$ cat src/sv/fdsse_pkg.sv
// Package: field widths, segment masks and lookup functions of the scan encoder.
`timescale 1ns / 1ps

package fdsse_pkg;

   localparam int VALUE_W   = 14;
   localparam int WORD_W    = 16;
   localparam int DIGIT_W   = 4;
   localparam int MARK_W    = 6;
   localparam int SEG_COUNT = 7;
   localparam int SEG_IDX_W = 3;
   localparam int POS_IDX_W = 3;

   // Reciprocal of ten for the digit split: q = (x * RECIP_TEN) >> RECIP_SHIFT.
   localparam int          PROD_W      = VALUE_W + 16;
   localparam int          RECIP_SHIFT = 19;
   localparam logic [15:0] RECIP_TEN   = 16'd52429;

   localparam logic [WORD_W-1:0] SEG_A  = 16'h0040;
   localparam logic [WORD_W-1:0] SEG_B  = 16'h0080;
   localparam logic [WORD_W-1:0] SEG_C  = 16'h0020;
   localparam logic [WORD_W-1:0] SEG_D  = 16'h0001;
   localparam logic [WORD_W-1:0] SEG_E  = 16'h0100;
   localparam logic [WORD_W-1:0] SEG_F  = 16'h0008;
   localparam logic [WORD_W-1:0] SEG_G  = 16'h0400;
   localparam logic [WORD_W-1:0] SEG_DP = 16'h0200;
   localparam logic [WORD_W-1:0] ALL_SEGS =
      SEG_A | SEG_B | SEG_C | SEG_D | SEG_E | SEG_F | SEG_G | SEG_DP;
   localparam logic [WORD_W-1:0] MARK_BASE = ALL_SEGS & ~SEG_DP;

   localparam logic [WORD_W-1:0] SEL_POS1  = 16'h8000;
   localparam logic [WORD_W-1:0] SEL_POS2  = 16'h4000;
   localparam logic [WORD_W-1:0] SEL_POS3  = 16'h1000;
   localparam logic [WORD_W-1:0] SEL_POS4  = 16'h0800;
   localparam logic [WORD_W-1:0] SEL_COLON = 16'h2000;
   localparam logic [WORD_W-1:0] SEL_UPPER = 16'h0004;

   // Segment driven low in a given step, A to G.
   function automatic logic [WORD_W-1:0] seg_mask(input logic [SEG_IDX_W-1:0] seg);
      logic [WORD_W-1:0] m;
      case (seg)
         3'd0:    m = SEG_A;
         3'd1:    m = SEG_B;
         3'd2:    m = SEG_C;
         3'd3:    m = SEG_D;
         3'd4:    m = SEG_E;
         3'd5:    m = SEG_F;
         3'd6:    m = SEG_G;
         default: m = '0;
      endcase
      return m;
   endfunction

   // Segments held high (off) for each decimal digit.
   function automatic logic [WORD_W-1:0] digit_off(input logic [DIGIT_W-1:0] dig);
      logic [WORD_W-1:0] m;
      case (dig)
         4'd0:    m = 16'h0600;
         4'd1:    m = 16'h0749;
         4'd2:    m = 16'h0228;
         4'd3:    m = 16'h0308;
         4'd4:    m = 16'h0341;
         4'd5:    m = 16'h0380;
         4'd6:    m = 16'h02C0;
         4'd7:    m = 16'h0709;
         4'd8:    m = 16'h0200;
         4'd9:    m = 16'h0301;
         default: m = ALL_SEGS;
      endcase
      return m;
   endfunction

   // Position select; digits past the fourth have none.
   function automatic logic [WORD_W-1:0] pos_bits(input logic [POS_IDX_W-1:0] idx);
      logic [WORD_W-1:0] m;
      case (idx)
         3'd0:    m = SEL_POS1;
         3'd1:    m = SEL_POS2;
         3'd2:    m = SEL_POS3;
         3'd3:    m = SEL_POS4;
         default: m = '0;
      endcase
      return m;
   endfunction

   function automatic logic [WORD_W-1:0] mark_word(input logic [MARK_W-1:0] en);
      logic [WORD_W-1:0] w;
      w = MARK_BASE;
      if (en[0]) w = w | SEL_POS1;
      if (en[1]) w = w | SEL_POS2;
      if (en[2]) w = w | SEL_POS3;
      if (en[3]) w = w | SEL_POS4;
      if (en[4]) w = w | SEL_COLON;
      if (en[5]) w = w | SEL_UPPER;
      return w;
   endfunction

endpackage

$ cat src/sv/fdsse_queue.sv
// Two-entry queue between the digit splitter and the word sequencer.
`timescale 1ns / 1ps

module fdsse_queue #(
   parameter int WIDTH = 22
) (
   input  logic             clock,
   input  logic             reset,
   input  logic             push,
   input  logic [WIDTH-1:0] push_data,
   output logic             full,
   input  logic             pop,
   output logic             empty,
   output logic [WIDTH-1:0] head_data
);

   logic [WIDTH-1:0] mem_ff [2];
   logic             wr_ptr_ff, wr_ptr_in;
   logic             rd_ptr_ff, rd_ptr_in;
   logic [1:0]       count_ff, count_in;
   logic             do_push, do_pop;

   assign full      = (count_ff == 2'd2);
   assign empty     = (count_ff == 2'd0);
   assign head_data = mem_ff[rd_ptr_ff];
   assign do_push   = push && !full;
   assign do_pop    = pop && !empty;

   always_comb begin
      wr_ptr_in = do_push ? ~wr_ptr_ff : wr_ptr_ff;
      rd_ptr_in = do_pop ? ~rd_ptr_ff : rd_ptr_ff;
      count_in  = count_ff;
      if (do_push && !do_pop) begin
         count_in = count_ff + 2'd1;
      end else if (do_pop && !do_push) begin
         count_in = count_ff - 2'd1;
      end
   end

   always_ff @(posedge clock) begin
      if (reset) begin
         wr_ptr_ff <= 1'b0;
         rd_ptr_ff <= 1'b0;
         count_ff  <= 2'd0;
      end else begin
         wr_ptr_ff <= wr_ptr_in;
         rd_ptr_ff <= rd_ptr_in;
         count_ff  <= count_in;
      end
   end

   always_ff @(posedge clock) begin
      if (do_push) begin
         mem_ff[wr_ptr_ff] <= push_data;
      end
   end

endmodule

$ cat src/sv/fdsse_front.sv
// Front end: accepts a request and splits the value into decimal digits.
`timescale 1ns / 1ps

module fdsse_front #(
   parameter int DIGIT_COUNT = 4,
   parameter int DIG_IDX_W   = 2,
   parameter int ENTRY_W     = 22
) (
   input  logic                             clock,
   input  logic                             reset,
   input  logic                             req_push,
   input  logic [fdsse_pkg::VALUE_W-1:0]    req_value,
   output logic                             req_full,
   input  logic [fdsse_pkg::MARK_W-1:0]     marker_enable,
   output logic                             q_push,
   output logic [ENTRY_W-1:0]               q_data,
   input  logic                             q_full
);
   import fdsse_pkg::*;

   logic                                busy_ff, busy_in;
   logic                                done_ff, done_in;
   logic [DIG_IDX_W-1:0]                cnt_ff;
   logic [VALUE_W-1:0]                  rest_ff;
   logic [MARK_W-1:0]                   mark_ff;
   logic [DIGIT_COUNT-1:0][DIGIT_W-1:0] digits_ff;
   logic                                accept;
   logic [PROD_W-1:0]                   prod;
   logic [VALUE_W-1:0]                  quot;
   logic [VALUE_W-1:0]                  quot_x10;
   logic [VALUE_W-1:0]                  rem;

   assign req_full = busy_ff;
   assign accept   = req_push && !busy_ff;
   assign q_push   = done_ff;
   assign q_data   = {mark_ff, digits_ff};

   // Divide by ten through the reciprocal; exact over the whole value range.
   assign prod     = PROD_W'(rest_ff) * PROD_W'(RECIP_TEN);
   assign quot     = VALUE_W'(prod[PROD_W-1:RECIP_SHIFT]);
   assign quot_x10 = VALUE_W'({quot, 3'b000}) + VALUE_W'({quot, 1'b0});
   assign rem      = rest_ff - quot_x10;

   always_comb begin
      busy_in = busy_ff;
      done_in = done_ff;
      if (accept) begin
         busy_in = 1'b1;
      end else if (busy_ff && !done_ff) begin
         if (cnt_ff == '0) begin
            done_in = 1'b1;
         end
      end else if (done_ff && !q_full) begin
         busy_in = 1'b0;
         done_in = 1'b0;
      end
   end

   always_ff @(posedge clock) begin
      if (reset) begin
         busy_ff <= 1'b0;
         done_ff <= 1'b0;
      end else begin
         busy_ff <= busy_in;
         done_ff <= done_in;
      end
   end

   // Least significant digit first, stored from the top position down.
   always_ff @(posedge clock) begin
      if (accept) begin
         rest_ff <= req_value;
         mark_ff <= marker_enable;
         cnt_ff  <= DIG_IDX_W'(DIGIT_COUNT - 1);
      end else if (busy_ff && !done_ff) begin
         digits_ff[cnt_ff] <= rem[DIGIT_W-1:0];
         rest_ff           <= quot;
         if (cnt_ff != '0) begin
            cnt_ff <= cnt_ff - DIG_IDX_W'(1);
         end
      end
   end

endmodule

$ cat src/sv/fdsse_back.sv
// Back end: steps through digits and segments and drives the word register.
`timescale 1ns / 1ps

module fdsse_back #(
   parameter int DIGIT_COUNT = 4,
   parameter int DIG_IDX_W   = 2,
   parameter int ENTRY_W     = 22
) (
   input  logic                          clock,
   input  logic                          reset,
   input  logic                          q_empty,
   input  logic [ENTRY_W-1:0]            q_data,
   output logic                          q_pop,
   output logic                          rsp_empty,
   input  logic                          rsp_pop,
   output logic [fdsse_pkg::WORD_W-1:0]  rsp_drive_word,
   output logic                          rsp_last
);
   import fdsse_pkg::*;

   logic [SEG_IDX_W-1:0] seg_ff;
   logic [DIG_IDX_W-1:0] dig_ff;
   logic                 mark_phase_ff;
   logic                 out_valid_ff;
   logic [WORD_W-1:0]    word_ff;
   logic                 last_ff;
   logic                 load;
   logic [DIGIT_W-1:0]   cur_digit;
   logic [MARK_W-1:0]    cur_mark;
   logic [WORD_W-1:0]    cur_word;

   assign rsp_empty      = !out_valid_ff;
   assign rsp_drive_word = word_ff;
   assign rsp_last       = last_ff;

   assign load      = !q_empty && (!out_valid_ff || rsp_pop);
   assign q_pop     = load && mark_phase_ff;
   assign cur_digit = q_data[{dig_ff, 2'b00} +: DIGIT_W];
   assign cur_mark  = q_data[ENTRY_W-1 -: MARK_W];

   always_comb begin
      if (mark_phase_ff) begin
         cur_word = mark_word(cur_mark);
      end else begin
         cur_word = (ALL_SEGS & ~seg_mask(seg_ff)) | digit_off(cur_digit)
                  | pos_bits(POS_IDX_W'(dig_ff));
      end
   end

   always_ff @(posedge clock) begin
      if (reset) begin
         seg_ff        <= '0;
         dig_ff        <= '0;
         mark_phase_ff <= 1'b0;
         out_valid_ff  <= 1'b0;
      end else if (load) begin
         out_valid_ff <= 1'b1;
         if (mark_phase_ff) begin
            mark_phase_ff <= 1'b0;
            seg_ff        <= '0;
            dig_ff        <= '0;
         end else if (seg_ff == SEG_IDX_W'(SEG_COUNT - 1)) begin
            seg_ff <= '0;
            if (dig_ff == DIG_IDX_W'(DIGIT_COUNT - 1)) begin
               mark_phase_ff <= 1'b1;
            end else begin
               dig_ff <= dig_ff + DIG_IDX_W'(1);
            end
         end else begin
            seg_ff <= seg_ff + SEG_IDX_W'(1);
         end
      end else if (rsp_pop) begin
         out_valid_ff <= 1'b0;
      end
   end

   always_ff @(posedge clock) begin
      if (load) begin
         word_ff <= cur_word;
         last_ff <= mark_phase_ff;
      end
   end

endmodule

$ cat src/sv/four_digit_segment_scan_encoder_unit.sv
// Top level of the four-digit segment scan encoder.
//
//   channel   ports                         handshake
//   request   req_value                     req_push / req_full
//   response  rsp_drive_word, rsp_last      rsp_empty / rsp_pop
//   csr       csr_marker_enable             csr_valid / csr_ready
//
// Each request yields DIGIT_COUNT*7+1 response words (29 by default), one per
// cycle while rsp_pop is held; the word sequencer in the back end sets this rate.
// The front end splits one digit per cycle, then hands the digits to the queue
// once it has room; req_full stays high until then, so it takes no new request while one is in progress.
// When the queue and back end are idle, the first word is loaded into the back end's
// word register once the digits of the accepted request reach the queue.
// Reset is synchronous; it clears the queue, the control flags and sequencer
// counters, and the marker register.
// A stalled response holds the back end; the two-entry queue then fills and req_full stays high.
`timescale 1ns / 1ps

module four_digit_segment_scan_encoder_unit #(
   parameter int DIGIT_COUNT = 4
) (
   input  logic                          clock,
   input  logic                          reset,
   input  logic                          req_push,
   output logic                          req_full,
   input  logic [fdsse_pkg::VALUE_W-1:0] req_value,
   output logic                          rsp_empty,
   input  logic                          rsp_pop,
   output logic [fdsse_pkg::WORD_W-1:0]  rsp_drive_word,
   output logic                          rsp_last,
   input  logic                          csr_valid,
   output logic                          csr_ready,
   input  logic [fdsse_pkg::MARK_W-1:0]  csr_marker_enable
);
   import fdsse_pkg::*;

   localparam int DIG_IDX_W = (DIGIT_COUNT > 1) ? $clog2(DIGIT_COUNT) : 1;
   localparam int ENTRY_W   = DIGIT_COUNT * DIGIT_W + MARK_W;

   logic [MARK_W-1:0]  marker_ff;
   logic               q_push;
   logic               q_full;
   logic               q_pop;
   logic               q_empty;
   logic [ENTRY_W-1:0] q_push_data;
   logic [ENTRY_W-1:0] q_head_data;

   assign csr_ready = 1'b1;

   always_ff @(posedge clock) begin
      if (reset) begin
         marker_ff <= '0;
      end else if (csr_valid && csr_ready) begin
         marker_ff <= csr_marker_enable;
      end
   end

   fdsse_front #(
      .DIGIT_COUNT (DIGIT_COUNT),
      .DIG_IDX_W   (DIG_IDX_W),
      .ENTRY_W     (ENTRY_W)
   ) u_front (
      .clock         (clock),
      .reset         (reset),
      .req_push      (req_push),
      .req_value     (req_value),
      .req_full      (req_full),
      .marker_enable (marker_ff),
      .q_push        (q_push),
      .q_data        (q_push_data),
      .q_full        (q_full)
   );

   fdsse_queue #(
      .WIDTH (ENTRY_W)
   ) u_queue (
      .clock     (clock),
      .reset     (reset),
      .push      (q_push),
      .push_data (q_push_data),
      .full      (q_full),
      .pop       (q_pop),
      .empty     (q_empty),
      .head_data (q_head_data)
   );

   fdsse_back #(
      .DIGIT_COUNT (DIGIT_COUNT),
      .DIG_IDX_W   (DIG_IDX_W),
      .ENTRY_W     (ENTRY_W)
   ) u_back (
      .clock          (clock),
      .reset          (reset),
      .q_empty        (q_empty),
      .q_data         (q_head_data),
      .q_pop          (q_pop),
      .rsp_empty      (rsp_empty),
      .rsp_pop        (rsp_pop),
      .rsp_drive_word (rsp_drive_word),
      .rsp_last       (rsp_last)
   );

endmodule

$ cat config.mk
export PLATFORM = sky130hd
export DESIGN_NAME = four_digit_segment_scan_encoder_unit
export DESIGN_NICKNAME = d
export VERILOG_FILES = /design/src/sv/fdsse_pkg.sv /design/src/sv/fdsse_queue.sv /design/src/sv/fdsse_front.sv /design/src/sv/fdsse_back.sv /design/src/sv/four_digit_segment_scan_encoder_unit.sv
export SDC_FILE = /design/constraint.sdc
export NUM_CORES = 1
export LEC_CHECK = 0
export BUFFER_PORTS_ARGS = -buffer_cell sky130_fd_sc_hd__buf_4
export CAP_MARGIN = 20
export CELL_PAD_IN_SITES_DETAIL_PLACEMENT = 1
export CELL_PAD_IN_SITES_GLOBAL_PLACEMENT = 1
export CORE_AREA = 5 5 126 140
export DETAILED_ROUTE_END_ITERATION = 16
export DIE_AREA = 0 0 131 145
export PLACE_DENSITY = 0.8
export SLEW_MARGIN = 15
export SYNTH_ARGS = -nofsm -noshare
export SYNTH_HDL_FRONTEND = slang
export SYNTH_SLANG_ARGS = --single-unit
$ cat constraint.sdc
create_clock -name clock -period 9.8 [get_ports clock]
set_input_delay 1.96 -clock clock [delete_from_list [all_inputs] [get_ports clock]]
set_output_delay 1.96 -clock clock [all_outputs]
set_load 0.02 [all_outputs]
Word level (Yosys, flattened, before mapping) --
Memory sizes are Yosys's and may differ from the RTL's. A register that Yosys moved wholly into a read port is not among the register bits. Index checks and enable logic that the tools add are counted. W data, S select, Z words.
Operators by class: add/subtract/negate cells 7, multipliers 1, $lt $le $gt $ge 2, equality and inequality tests 13, shift operators 1, mux-type cells 38, bitwise gates (word level) 6, reduce and logical (&&, ||, !) cells 33
Operators by type and width (number):
- $pmux W11 S7 | 1
- $mux W16 | 4
- $pmux W16 S4 | 1
- $mux W14 | 3
- $mul A14 B16 Y30 const B | 1
- $shiftx A22 B5 Y4 | 1
- $bwmux W16 | 1
- $or A11 B16 Y16 | 1
- $or A16 B16 Y16 | 1
- $mux W15 | 1
- $mux W1 | 14
- $reduce_bool A2 Y1 | 7
- $mux W13 | 1
- $mux W12 | 1
- $mux W11 | 1
- $not A11 Y11 | 1
- $mux W2 | 5
- $eq A3 B3 Y1 const B | 3
- $logic_and A1 B1 Y1 | 9
- $mux W3 | 3
- $demux W4 S2 | 1
- $logic_not A1 Y1 | 7
- $eq A2 B2 Y1 const B | 3
- $eq A3 B2 Y1 const B | 2
- other kinds (17) | 28
Word-level totals: register bits after elaboration 74, bits in writable memories 44, bits in read-only memories 112, output and inout port bits 20, logic and storage cells 122, memories 2
Memories:
- (name not given) | depth 16, width 7, read ports 1, clocked after memory_dff 0, wr ports 0, line fdsse_pkg.sv:57 | case (dig)
- u_queue.mem_ff | depth 2, width 22, read ports 1, clocked after memory_dff 1, wr ports 1, line fdsse_queue.sv:17 | logic [WIDTH-1:0] mem_ff [2];

Longest topological paths before layout --
Gate-level depths: netlist of run 1.
depth after elaboration 8, mapped depth 22

By module --
A second synthesis of run 1 with hierarchy kept.
Second synthesis, totals: cell total of the unflattened synthesis 658, area total of the unflattened synthesis 8159.1 µm²
By module, submodules not included:
- fdsse_front | instances 1, cells each 428, area an instance 4820.9 µm², sequential area each 1161.1 µm²
- fdsse_queue | instances 1, cells each 93, area an instance 1796.7 µm², sequential area each 1421.4 µm²
- fdsse_back | instances 1, cells each 116, area an instance 1316.3 µm², sequential area each 590.6 µm²
- four_digit_segment_scan_encoder_unit | instances 1, cells each 21, area an instance 225.2 µm², sequential area each 120.1 µm²

Worst setup path before layout of run 1 --
OpenSTA, ideal clock, no wires.
kind register to register, from register u_front.rest_ff[12], to register u_front.digits_ff (netlist bit u_front.q_data[11]) (data pin), setup time 272 ps, arrival 5194 ps, path slack 4334 ps, stages on the path, launching flop included 22, path through edfxtp_1 > inv_1 > ha_1 > inv_1 > fa_1 > inv_1 > fa_1 > fa_1 > inv_1 > fa_1 > inv_1 > fa_1 > inv_1 > ha_1 > and4_1 > nand2_1 > o211ai_1 > xor2_1 > ha_1 > a21boi_0 > mux2i_1 > xor2_1
On the way: cells in the longest elaborated chain, start to end 4
Ends and longest elaborated chain:
- start: declaration | line fdsse_front.sv:24 | logic [VALUE_W-1:0] rest_ff;
- start signal: assignment | line fdsse_front.sv:72 | rest_ff <= req_value;
- start signal: assignment | line fdsse_front.sv:77 | rest_ff <= quot;
- $mul A14 B16 Y30 | line fdsse_front.sv:39 | assign prod = PROD_W'(rest_ff) * PROD_W'(RECIP_TEN);
- $add A4 B4 Y4 | line fdsse_front.sv:41 | assign quot_x10 = VALUE_W'({quot, 3'b000}) + VALUE_W'({quot, 1'b0});
- $sub A4 B4 Y4 | line fdsse_front.sv:42 | assign rem = rest_ff - quot_x10;
- via u_front.rem[3] | line fdsse_front.sv:31 | logic [VALUE_W-1:0] rem;
- $bwmux W16 | line fdsse_front.sv:76 | digits_ff[cnt_ff] <= rem[DIGIT_W-1:0];
- end signal: indexed assignment | line fdsse_front.sv:76
- end: declaration | line fdsse_front.sv:26 | logic [DIGIT_COUNT-1:0][DIGIT_W-1:0] digits_ff;
The timed path passes the listed nets, and every way through them passes these cells. A chain may end at the register's enable or synchronous reset.

Final worst setup path of run 1 --
from register u_front.rest_ff[8], to register u_front.digits_ff (netlist bit u_front.q_data[7]) (data pin)
The elaborated chain is that of the path after synthesis.

==> results of run 1 <==
## cells in the mapped netlist (all sizes together), types with 3 or more instances
master and count:
dfxtp 22, edfxtp 95, nor2b 4, o21a 3, nor2 41, or2 4, nand3 8, a211oi 5
xor2 10, and3 4, fa 54, and2 12, inv 108, o21ai 16, xnor2 9, mux4 8
o211ai 5, o31ai 4, nor3 10, clkbuf 8, nand4 3, a21o 3, mux2i 19, buf 7
nand2b 6, nand2 37, a21oi 41, ha 120
## layout make-up
cell class | count | area (µm²)
clock inverter | 14 | 224
tap | 204 | 255
inverter | 108 | 405
fill | 1665 | 6600
sequential | 117 | 3290
multi-input combinational | 464 | 4530
timing repair buffer | 44 | 330
clock buffer | 18 | 429
## worst min path at each step
stage,start,to,slack (ps),cells past startpoint
final,marker_ff[2],u_front.mark_ff[2],440,0
after global routing,marker_ff[0],u_front.mark_ff[0],460,0
after CTS,marker_ff[2],u_front.mark_ff[2],440,0
after detailed placement,marker_ff[0],u_front.mark_ff[0],410,0
after global placement,marker_ff[4],u_front.mark_ff[4],420,0
after floorplan,marker_ff[0],u_front.mark_ff[0],410,0
## worst max-delay path, stage by stage, from the launching register on
cell and delay [ps]:
edfxtp_1 490, ha_1 390, fa_1 530, inv_1 100, fa_1 510, fa_1 550, inv_1 50, fa_1 500
inv_1 60, fa_1 500, inv_1 40, ha_1 340, and4_1 210, nand2_1 50, o211ai_1 290, xor2_1 240
ha_1 310, a21oi_1 170, mux2i_1 120, xor2_1 330
## placed cells by master (no fill, tap or decap), types with 4 or more instances in the layout
master     instances
inv_1            107
nor2b_1            4
a21oi_1           41
o211ai_1           5
fa_1              54
and2_1            12
edfxtp_1          95
mux2i_1           16
nand2_1           37
buf_4             44
bufinv_16          5
dfxtp_1           22
and3_1             4
o31ai_1            4
mux4_1             6
clkbuf_16         17
o21ai_0           15
xnor2_1            9
clkinv_4           5
a211oi_1           5
nand2b_1           6
xor2_1            10
nand3_1            8
nor2_1            41
nor3_1            10
ha_1             120
## stage by stage
| stage | utilization | setup slack [ps] |
|---|---|---|
| CTS | 0.589 | 3850 |
| global placement | 0.548 | 4060 |
| finish | 0.589 | 3820 |
| global route | 0.589 | 3450 |
| detailed placement | 0.548 | 3890 |
| floorplan | - | 4330 |
## cells by family after synthesis
| logic type | count (synthesis) | synth area share |
|---|---|---|
| buffers and inverters | 123 | 0.0610 |
| AO/OA/AOI/OAI | 95 | 0.0707 |
| XOR/XNOR | 20 | 0.0227 |
| other | 2 | 0.000902 |
| multiplexers | 29 | 0.0544 |
| flip-flops | 117 | 0.396 |
| AND/OR/NAND/NOR | 143 | 0.0843 |
| adder cells (fa/ha/maj) | 174 | 0.310 |
## routing by layer
metal	part of all wire	track usage	vias up
met3	0.032	0.0386	38
met4	0.025	0.0602	2
met5	0.00066	0	-
met1	0.39	0.250	2688
met2	0.55	0.401	114
li1	-	-	2544
## flip-flops by register name, indices dropped and copies added (netlist names), 2 cells and up, named ones only
register	count
u_queue.mem_ff	44
marker_ff	6
u_front.rest_ff	14
u_front.cnt_ff	2
u_queue.count_ff	2
u_back.dig_ff	2
u_back.rsp_drive_word	14
u_front.mark_ff	6
u_front.q_data	16
u_back.seg_ff	3
==> impl_metrics.py, run 1 <==
metrics = {
    "timing": {
        "fmax_mhz": 167,
        "min_period_ps": 5980,
        "tightest_slew_ps": 1070,
        "rsz0062_at_grt": "no",
        "maxSlewHeadroom": 0.286,
        "period_share": 0.611,
        "finalSetupViolations": 0,
        "hold_slack_ps": 442,
        "finalHoldViolCount": 0,
        "finalClockSkew_ps": 8.96,
        "slew_viol_final": 0,
        "setup_tns_ps": 0,
    },
    "drt": {
        "initialDrtViolationCount": 267,
        "first_pass_iters": 4,
        "vias": 5386,
        "drcViolationCount": 0,
        "wl_per_cell_um": 20.2,
        "routed_wl_um": 19600,
        "postRouteAntennaNets": 0,
        "via_per_inst": 5.56,
    },
    "logic_synthesis": {
        "ys_types": 62,
        "netlist_area_um2": 8320,
        "yosysSeqAreaShare": 0.396,
        "netlist_instances": 703,
        "synth.area.top_cells": "edfxtp_1 34%, ha_1 18%, fa_1 13%",
        "syn_avg_cell_area_um2": 11.8,
        "synth_top_area_frac": 0.343,
        "yosysWarningCount": 0,
        "synth_ff_type": "edfxtp_1",
        "ys_ff_latch": 117,
        "synth_edf_count": 95,
        "yosysTopAreaCell": "edfxtp_1",
        "async_flop_share": 0,
    },
    "clock_network": {
        "postCtsHoldBufs": 0,
        "post_cts_resized": 0,
        "htree_levels": 4,
        "clk_latency_ps": 410,
        "numCtsBuffers": 17,
        "cts_tree": "yes",
        "post_cts_buffers": 0,
        "clk_pin_slew_ps": 60,
        "cts_root_buf": "clkbuf_16",
        "clockBufferDepth": 2,
        "cts.sinks": 117,
    },
    "global_route": {
        "gr-usage-all-layers": 0.216,
        "grt_pass1_vias": 6294,
        "antenna_found_initial": 1,
        "grt_max_degree": 23,
        "grt_pass1_wl_um": 31800,
        "gr-total-overflow": 0,
    },
    "die": {
        "chipHeight_um": 145,
        "ioPinCount": 45,
        "dieArea_um2": 19000,
        "start_util": 0.518,
        "fp.dieW_um": 131,
        "row_count": 49,
        "core_area_um2": 16100,
    },
    "worst_setup_path": {
        "r2r_setup_slack_ps": 3820,
        "cp.arrival_ps": 6170,
        "r2r_end": "u_front.q_data[7]",
        "ff2ff_path_depth": 19,
        "rr_startpoint": "u_front.rest_ff[8]",
        "crit_path_start": "u_front.rest_ff[8]",
        "start_kind": "register",
        "critPathMaxFanout": 5,
        "worstSetupEndpoint": "u_front.q_data[7]",
        "cp-end-kind": "register",
        "crit_required_ps": 9990,
        "crit_type": "register to register",
    },
    "layout": {
        "area_delta_synth_final_pct": 13.7,
        "finalInstanceArea_um2": 9460,
        "nNetsFinal": 951,
        "drive_above_1_share": 0.116,
        "num_antenna_cells": 0,
        "layout.cells.non_filler": 969,
    },
    "placed_design": {
        "place_area_um2": 8810,
        "gp_congestion": 0.889,
        "placed_cells": 937,
        "dp_hpwl_um": 15400,
        "port_buffers": 41,
    },
    "status": {
        "status": "complete, no violations",
    },
    "min_path": {
        "worst_hold_path_type": "register to register",
    },
    "job": {
        "cap_violations": 0,
    },
}
Power of run 1 is left out: the tool's default activity adds up to more than one toggle a clock period on the data nets, which glitch-free logic cannot reach.
==> run 2, diff against run 1 <==
--- a/config.mk
+++ b/config.mk
@@ -9,10 +9,10 @@
 export CAP_MARGIN = 20
 export CELL_PAD_IN_SITES_DETAIL_PLACEMENT = 1
 export CELL_PAD_IN_SITES_GLOBAL_PLACEMENT = 1
-export CORE_AREA = 5 5 126 140
+export CORE_AREA = 5 5 128 142
 export DETAILED_ROUTE_END_ITERATION = 16
-export DIE_AREA = 0 0 131 145
-export PLACE_DENSITY = 0.8
+export DIE_AREA = 0 0 133 147
+export PLACE_DENSITY = 0.78
 export SLEW_MARGIN = 15
 export SYNTH_ARGS = -nofsm -noshare
 export SYNTH_HDL_FRONTEND = slang
==> constraint.sdc (replaced) <==
create_clock -name clock -period 5.75 [get_ports clock]
set_input_delay 1.15 -clock clock [delete_from_list [all_inputs] [get_ports clock]]
set_output_delay 1.15 -clock clock [all_outputs]
set_load 0.02 [all_outputs]
==> impl_metrics.py, run 2 (same netlist as run 1, synthesis figures left out) <==
metrics = {
    "timing": {
        "fmax_mhz": 172,
        "finalWorstSetupSlack_ps": -49.0,
        "maxSlewHeadroom": 0.291,
        "tightest_slew_ps": 1060,
        "finalSetupViolations": 4,
        "rsz0062_at_grt": "yes",
        "slew_viol_final": 0,
        "min_period_ps": 5800,
        "period_share": 1.01,
        "finalClockSkew_ps": 11.2,
        "finalHoldViolCount": 0,
    },
    "placed_design": {
        "pre_cts_ws_ps": -215,
        "place_area_um2": 8950,
        "gp_congestion": 0.882,
        "dp_hpwl_um": 15900,
        "port_buffers": 41,
    },
    "clock_network": {
        "clockBufferDepth": 2,
        "cts_root_buf": "clkbuf_16",
        "htree_levels": 4,
        "numCtsBuffers": 17,
        "clk_pin_slew_ps": 60,
        "clk_latency_ps": 420,
        "postCtsHoldBufs": 0,
        "cts.sinks": 117,
        "cts_tree": "yes",
    },
    "drt": {
        "via_per_inst": 5.67,
        "first_pass_iters": 4,
        "drcViolationCount": 0,
        "vias": 5694,
        "wl_per_cell_um": 21.3,
        "postRouteAntennaNets": 0,
        "initialDrtViolationCount": 199,
        "routed_wl_um": 21400,
    },
    "global_route": {
        "grt_max_degree": 31,
        "grt_pass1_vias": 6438,
        "antenna_found_initial": 0,
        "gr-usage-all-layers": 0.222,
        "grt_pass1_wl_um": 33600,
        "gr-total-overflow": 0,
    },
    "min_path": {
        "worst_hold_path_type": "register to register",
    },
    "status": {
        "status": "complete, but fails checks",
        "violations": "setup timing",
    },
    "die": {
        "ioPinCount": 45,
        "dieArea_um2": 19600,
        "start_util": 0.498,
        "fp.dieW_um": 133,
        "core_area_um2": 16700,
        "row_count": 50,
        "chipHeight_um": 147,
    },
    "layout": {
        "drive_above_1_share": 0.182,
        "num_antenna_cells": 0,
        "final_cell_mix": "110 x ha_1, 103 x inv_1, 95 x edfxtp_1",
        "nNetsFinal": 982,
        "area_delta_synth_final_pct": 18.7,
        "finalInstanceArea_um2": 9880,
        "top_register": "u_queue.mem_ff",
        "fillers": 1711,
        "largest_reg_flops": 44,
        "mostFrequentLayoutCell": "ha_1",
    },
    "worst_setup_path": {
        "crit_type": "register to register",
        "critPathMaxStageDelay_ps": 570,
        "critPathMaxFanout": 6,
        "crit_required_ps": 5970,
        "crit_path_frequent_cell": "fa_1",
        "worst_path_max_delay_cell": "fa_1",
        "start_kind": "register",
        "cp.arrival_ps": 6020,
        "cp-end-kind": "register",
        "cp_cell_sequence": "ha_4, inv_2, fa_1, inv_2, fa_1, inv_1, fa_1, inv_1, fa_1, inv_1, ha_1, ha_1, buf_4, a21oi_1, o211ai_1, xor2_1, ha_2, a21boi_2, mux2i_2, xor2_2",
    },
    "job": {
        "cap_violations": 0,
    },
}
==> run 2: cell type report <==
class,count,area (µm²),share of cell area
Clock buffer,18,439,0.0444
Multi-Input combinational cell,464,4680,0.474
Tap cell,208,260,0.0263
Inverter,108,405,0.0410
Clock inverter,14,221,0.0224
Timing Repair Buffer,75,583,0.0590
Sequential cell,117,3290,0.333
==> run 2: stage by stage <==
stage / cells / setup TNS, ps / util / hold WS, ps
detailed placement: 959 / -1180 / 0.536 / 422
global placement: 959 / 0 / 0.536 / 418
global route: 1004 / -831 / 0.592 / 449
finish: 1004 / -191 / 0.592 / 437
CTS: 997 / 0 / 0.582 / 439
floorplan: 704 / 0 / - / 408
==> run 2: worst max-delay path, delay by kind of cell (launching register included) <==
kind	cells	cell delay [ps]
XOR/XNOR	2	480
flip-flops	1	450
adder cells (fa/ha/maj)	8	3500
AO/OA/AOI/OAI	3	460
buffers and inverters	6	480
multiplexers	1	230
==> run 2: path summary, 6_finish.rpt <==
check / from / to / slack (ps) / cells past startpoint
worst max-delay path: u_front.rest_ff[13] / u_front.q_data[7] / -50 / 20
worst min-delay path: marker_ff[2] / u_front.mark_ff[2] / 440 / 0
worst max register to register: u_front.rest_ff[13] / u_front.q_data[7] / -50 / 20
worst min register to register: marker_ff[2] / u_front.mark_ff[2] / 440 / 0
==> run 2: timing repair <==
| item | in CTS | in global routing |
|---|---|---|
| gates resized for setup | 10 | 19 |
| buffers inserted | 6 | 6 |
| setup endpoints to repair | 13 | 16 |
| pin swaps | 9 | 19 |
==> run 2: metal layers <==
layer	vias up	part of all wire	wire length [µm]	global-route usage
li1	2608	-	-	-
met1	2869	0.38	8040	0.240
met2	150	0.55	11700	0.416
met3	67	0.029	630	0.0390
met4	0	0.048	1020	0.107
met5	-	0	0	0
Power of run 2 is left out for the same reason.
